===== src/rtl/drti_pkg.sv =====
// ----------------------------------------------------------------------------
// Double round to integral package
// Shared types and constants for the round-to-integral pipeline.
// ----------------------------------------------------------------------------
package drti_pkg;

    localparam logic [1:0] MODE_TRUNC = 2'd0;
    localparam logic [1:0] MODE_FLOOR = 2'd1;
    localparam logic [1:0] MODE_CEIL  = 2'd2;
    localparam logic [1:0] MODE_NEAR  = 2'd3;

    localparam logic [63:0] SIGN_MASK = 64'h8000_0000_0000_0000;
    localparam logic [63:0] ONE_BITS  = 64'h3FF0_0000_0000_0000;
    localparam logic [10:0] EXP_BIAS  = 11'd1023;
    localparam logic [10:0] EXP_BIG   = 11'd1075;

    typedef enum logic [1:0] {
        K_PASS,
        K_SMALL,
        K_NORMAL
    } t_kind;

    typedef struct packed {
        t_kind       kind;
        logic [1:0]  mode;
        logic [5:0]  shift;
        logic [63:0] x;
    } t_s1;

    typedef struct packed {
        logic [63:0] value;
        logic [63:0] unit;
        logic        up;
    } t_s2;

endpackage


===== src/rtl/double_round_to_integral.sv =====
// ----------------------------------------------------------------------------
// Double round to integral
// Rounds an IEEE-754 double to an integral value in one of four modes.
// ----------------------------------------------------------------------------
// Channel  Direction  tdata fields (low bit up)
// s_axis   in         value_bits[63:0]; tuser op[1:0]
// m_axis   out        result_bits[63:0]
// One word enters per cycle while no stall holds the first stage; a result
// word is valid once its input has passed through every stage below.
// The three stages are decode, mask and increment, each registered.
// A stall on the output holds every full stage; empty stages still fill.
// Reset clears the valid bits only.
// ----------------------------------------------------------------------------
module double_round_to_integral (
    input  logic        i_clk,
    input  logic        i_rst_n,
    input  logic        s_axis_tvalid,
    output logic        s_axis_tready,
    input  logic [63:0] s_axis_tdata,   // value_bits
    input  logic [1:0]  s_axis_tuser,   // op
    output logic        m_axis_tvalid,
    input  logic        m_axis_tready,
    output logic [63:0] m_axis_tdata    // result_bits
);

    logic          r_v1, r_v2, r_v3;
    drti_pkg::t_s1 r_s1, n_s1;
    drti_pkg::t_s2 r_s2, n_s2;
    logic [63:0]   r_res, n_res;
    logic          w_en3, w_en2, w_en1;

    assign w_en3 = !r_v3 || m_axis_tready;
    assign w_en2 = !r_v2 || w_en3;
    assign w_en1 = !r_v1 || w_en2;
    assign s_axis_tready = w_en1;
    assign m_axis_tvalid = r_v3;
    assign m_axis_tdata  = r_res;

    drti_decode u_dec (.i_mode(s_axis_tuser), .i_x(s_axis_tdata), .o_s1(n_s1));
    drti_mask   u_msk (.i_s1(r_s1), .o_s2(n_s2));

    assign n_res = r_s2.up ? (r_s2.value + r_s2.unit) : r_s2.value;

    always_ff @(posedge i_clk) begin
        if (!i_rst_n) begin
            r_v1 <= 1'b0;
            r_v2 <= 1'b0;
            r_v3 <= 1'b0;
        end else begin
            if (w_en1) r_v1 <= s_axis_tvalid;
            if (w_en2) r_v2 <= r_v1;
            if (w_en3) r_v3 <= r_v2;
        end
        if (w_en1) r_s1 <= n_s1;
        if (w_en2) r_s2 <= n_s2;
        if (w_en3) r_res <= n_res;
    end

endmodule


===== src/rtl/drti_decode.sv =====
// ----------------------------------------------------------------------------
// Decode stage
// Classifies the operand and computes the fraction width.
// ----------------------------------------------------------------------------
module drti_decode (
    input  logic               [1:0]  i_mode,
    input  logic               [63:0] i_x,
    output drti_pkg::t_s1             o_s1
);

    logic [10:0] w_exp;
    logic [10:0] w_fw;

    assign w_exp = i_x[62:52];
    assign w_fw  = drti_pkg::EXP_BIG - w_exp;

    always_comb begin
        o_s1.mode  = i_mode;
        o_s1.x     = i_x;
        o_s1.shift = w_fw[5:0];
        if (w_exp >= drti_pkg::EXP_BIG) begin
            o_s1.kind = drti_pkg::K_PASS;
        end else if (w_exp < drti_pkg::EXP_BIAS) begin
            o_s1.kind = drti_pkg::K_SMALL;
        end else begin
            o_s1.kind = drti_pkg::K_NORMAL;
        end
    end

endmodule


===== src/rtl/drti_mask.sv =====
// ----------------------------------------------------------------------------
// Mask stage
// Masks fraction bits, decides the increment and handles special cases.
// ----------------------------------------------------------------------------
module drti_mask (
    input  drti_pkg::t_s1 i_s1,
    output drti_pkg::t_s2 o_s2
);

    logic [63:0] w_unit;
    logic [63:0] w_fmask;
    logic [63:0] w_frac;
    logic        w_neg;
    logic        w_nz;
    logic        w_fnz;
    logic [63:0] w_zero;

    always_comb begin
        w_unit  = 64'd1 << i_s1.shift;
        w_fmask = w_unit - 64'd1;
        w_frac  = i_s1.x & w_fmask;
        w_neg   = i_s1.x[63];
        w_nz    = (i_s1.x[62:0] != 63'd0);
        w_fnz   = (w_frac != 64'd0);
        w_zero  = i_s1.x & drti_pkg::SIGN_MASK;
        o_s2.unit = w_unit;
        o_s2.up   = 1'b0;
        o_s2.value = i_s1.x;
        case (i_s1.kind)
            drti_pkg::K_PASS: begin
                o_s2.value = i_s1.x;
            end
            drti_pkg::K_SMALL: begin
                o_s2.value = w_zero;
                case (i_s1.mode)
                    drti_pkg::MODE_FLOOR: begin
                        if (w_neg && w_nz) o_s2.value = drti_pkg::SIGN_MASK | drti_pkg::ONE_BITS;
                    end
                    drti_pkg::MODE_CEIL: begin
                        if (!w_neg && w_nz) o_s2.value = drti_pkg::ONE_BITS;
                    end
                    drti_pkg::MODE_NEAR: begin
                        if (i_s1.x[62:52] == drti_pkg::EXP_BIAS - 11'd1) begin
                            o_s2.value = w_zero | drti_pkg::ONE_BITS;
                        end
                    end
                    default: begin
                        o_s2.value = w_zero;
                    end
                endcase
            end
            default: begin
                o_s2.value = i_s1.x & ~w_fmask;
                case (i_s1.mode)
                    drti_pkg::MODE_FLOOR: o_s2.up = w_neg && w_fnz;
                    drti_pkg::MODE_CEIL:  o_s2.up = !w_neg && w_fnz;
                    drti_pkg::MODE_NEAR:  o_s2.up = ((w_frac & (w_unit >> 1)) != 64'd0);
                    default:              o_s2.up = 1'b0;
                endcase
            end
        endcase
    end

endmodule

===== config.mk =====
export PLATFORM = sky130hd
export DESIGN_NAME = double_round_to_integral
export DESIGN_NICKNAME = d
export VERILOG_FILES = /design/src/rtl/drti_pkg.sv /design/src/rtl/double_round_to_integral.sv /design/src/rtl/drti_decode.sv /design/src/rtl/drti_mask.sv
export SDC_FILE = /design/constraint.sdc
export NUM_CORES = 1
export LEC_CHECK = 0
export BUFFER_PORTS_ARGS = -buffer_cell sky130_fd_sc_hd__buf_2
export CELL_PAD_IN_SITES_DETAIL_PLACEMENT = 0
export CELL_PAD_IN_SITES_GLOBAL_PLACEMENT = 1
export CORE_MARGIN = 2
export CORE_UTILIZATION = 46
export CTS_CLUSTER_DIAMETER = 80
export CTS_CLUSTER_SIZE = 28
export DETAILED_ROUTE_END_ITERATION = 10
export PLACE_DENSITY_LB_ADDON = 0.1
export SETUP_SLACK_MARGIN = 0.1
export SKIP_LAST_GASP = 1
export SYNTH_ARGS = -nofsm -noshare
export SYNTH_HDL_FRONTEND = slang
export SYNTH_HIERARCHICAL = 1
export SYNTH_SLANG_ARGS = --single-unit

===== constraint.sdc =====
create_clock -name i_clk -period 10.61 [get_ports i_clk]
set_input_delay 1.5915 -clock i_clk [delete_from_list [all_inputs] [get_ports i_clk]]
set_output_delay 1.5915 -clock i_clk [all_outputs]
set_load 0.02 [all_outputs]

==> run metrics <==
VDD IR max between 0.00015 and 0.0002 V; H-tree levels 1; Worst Hold Depth 2; initial antenna violation count 1; DIE HEIGHT 197.7 um; Mapped Area 17250 um^2; worst hold-check path type flop to flop; Lkg Pwr 7.451 nW; layout cells sized above 1 0.1699; f_max between 0.2 and 0.25 GHz; Yosys top cell by area edfxtp_1; clock buffer depth 3; CTS root buf clkbuf_16; unrepaired setup endpoints after global routing no; most frequent CP cell buf_4; synthesized flop and latch total between 200 and 300; vias per inst around 6.4; first-pass GRT wire length between 80 and 90 mm; most common cell in the synthesized netlist edfxtp_1; max incr delay on CP 0.56 ns; FF/Latch Area 8078 um^2; DRT Wirelength 61.70 mm; initial core utilization 0.4689; Distinct cells, synth around 110; area grow syn2layout 6.593%; final antenna-violating net count 0; Seq/Total Area, Yosys 0.4683; Initial DRC Count 1410; Reg clk slew, reported paths 0.10 ns; WP data arrival roughly 5 ns; CP required roughly 11 ns; Via Count roughly 14k; Top Family by Delay on Critical Path simple AND/OR/NAND/NOR gates; Post-route DRC 0; # rows 70; pre-CTS setup slack ~6 ns; Synth area leaders edfxtp_1 (46%), ha_1 (5.0%), a21oi_1 (3.9%), mux2_2 (3.3%), buf_4 (3.2%); critical-path cell list buf_4 > nor3_1 > nand3_1 > ha_1 > buf_4 > inv_1 > o32ai_1 > xnor2_1 > o22ai_1 > nand4bb_1 > nor4_1 > nand4_1 > a41o_1; clk_lat worst skew between 0.5 and 0.6 ns; Rel. slew slack 0.3361; Post-synth EDFFs around 270; largest net degree at the start of global routing 83; fin crit share 0.4399; Syn Inst Count 1674; worst slew pin tran between 0.9 and 1 ns; Worst Setup End Kind flop; post-route setup TNS 0 ns; area fraction of the dominant cell type after synthesis 0.4648; post-cts hold buffer count 0; maxcap violations 0; reg2reg path depth 13; remaining global-route overflow 0; DP Wirelength 47.39 mm; syn avg cell area just over 10 um^2; CP Buf/Inv Count 3; slowest cell on the critical path ha_1; Final min period between 4 and 5 ns; critical path class flop to flop; I/O pin count ~140; Fillers 3360; min setup slack post-route between 5 and 6 ns; PortBufs around 140; NumNets Final 1833; startpoint types flop; count of warnings emitted by yosys 6; clk_skew roughly 0.036 ns; post_cts resized 0; Die W 197.7 um; PwrDens approximately 140 nW/um^2; routability cong. 0.9902; drt pass-1 iters 5; TritonCTS buffer count 20; vias in the first global route around 13k; gr usage total 0.3152; ANT cells 0; critical path fanouts, max between 50 and 60; CTS tree done; top post-synthesis cells by count edfxtp_1 (267), a21oi_1 (134), nor2_1 (134); post-synthesis net count around 1.8k; final setup fails 0; area of the die between 30000 and 40000 um^2; Crit path depth 13; Async SR Flop Fraction 0; Final Hold Viols 0; status complete, no violations; Slew Viols, Final 0; core area ~37000 um^2; Most used DFF post-synth edfxtp_1; postcts setup bufs 0; # clock sinks between 200 and 300; multi-input logic area around 8000 um^2; Avg WL per Cell about 28 um
area by class of cell:
cell class,instances,share of cell area
clock buffers,22,0.02817
clock inverters,14,0.009458
inverters,55,0.01123
multi-input cells,1195,0.4367
flip-flops and latches,270,0.4393
well taps,468,0.03185
repair buffers,151,0.04328
metal layers:
layer / track usage / vias up / part of all wire
met2: 0.4872 / 637 / 0.44
li1: - / 6271 / -
met3: 0.04559 / 144 / 0.070
met1: 0.4535 / 6776 / 0.45
met4: 0.1078 / 2 / 0.040
met5: 0 / - / 0.00021
metrics by stage:
| step | util | power, mW | cell area [um^2] | hold slack, ns | instances |
|---|---|---|---|---|---|
| final | 0.4999 | 2.501 | 18390 | 0.5463 | 2175 |
| after CTS | 0.4999 | 2.507 | 18390 | 0.5502 | 2175 |
| after floorplan | - | 1.558 | 17250 | 0.4592 | 1674 |
| after global routing | 0.4999 | 2.583 | 18390 | 0.6063 | 2175 |
| after global placement | 0.4811 | 1.686 | 17700 | 0.5471 | 2139 |
| after detailed placement | 0.4811 | 1.687 | 17700 | 0.5376 | 2139 |
power by group:
group / switching, mW / internal, mW
Combinational: 0.268 / 0.126
Sequential: 0.0502 / 1.23
Clock: 0.441 / 0.385
Total: 0.759 / 1.74
sequential cells by signal (all words and copies together), names as in the netlist:
signal / count
m_axis_tdata: 64
r_v1: 1
r_s2: 129
r_v2: 1
r_s1: 74
m_axis_tvalid: 1
path summary, 6_finish.rpt:
path / start / to / slack (ns)
hold reg to reg: r_v1$_SDFFE_PN0P_ / r_v2$_SDFFE_PN0P_ / 0.55
setup / recovery: r_s1[67]$_DFFE_PP_ / r_s2[0]$_DFFE_PP_ / 5.94
hold / removal: r_v1$_SDFFE_PN0P_ / r_v2$_SDFFE_PN0P_ / 0.55
setup reg to reg: r_s1[67]$_DFFE_PP_ / r_s2[0]$_DFFE_PP_ / 5.94
cell usage in the layout (no fill, tap or decap), types with 10 or more instances in the layout:
master	synthesis	layout
a211oi_1	13	13
a21boi_0	14	14
a21o_1	24	24
a21oi_1	134	134
a31oi_1	10	10
and3_1	18	18
buf_2	17	135
buf_4	73	16
clkbuf_16	0	20
edfxtp_1	267	267
ha_1	69	69
inv_1	55	54
mux2_2	51	51
nand2_1	120	119
nand2b_1	14	14
nand3_1	45	44
nand4_1	48	48
nor2_1	134	133
nor2b_1	30	30
nor3_1	58	58
nor4_1	20	20
o211a_1	11	11
o211ai_1	17	17
o21a_1	22	22
o21ai_0	67	67
o21ai_1	17	17
o22ai_1	10	10
xnor2_1	48	48
xor2_1	29	29
worst min-delay path: cells and delay by family (launching register included):
family,cells,cell delay (ns)
AO/OA/AOI/OAI,1,0.12
flip-flops,1,0.35
AND/OR/NAND/NOR,1,0.05
cells by family after synthesis:
family	synth area share
adder cells (fa/ha/maj)	0.05121
flip-flops	0.4683
AND/OR/NAND/NOR	0.1687
buffers and inverters	0.06782
XOR/XNOR	0.03909
AO/OA/AOI/OAI	0.1666
multiplexers	0.03830
(Power assumes the default switching activity.)
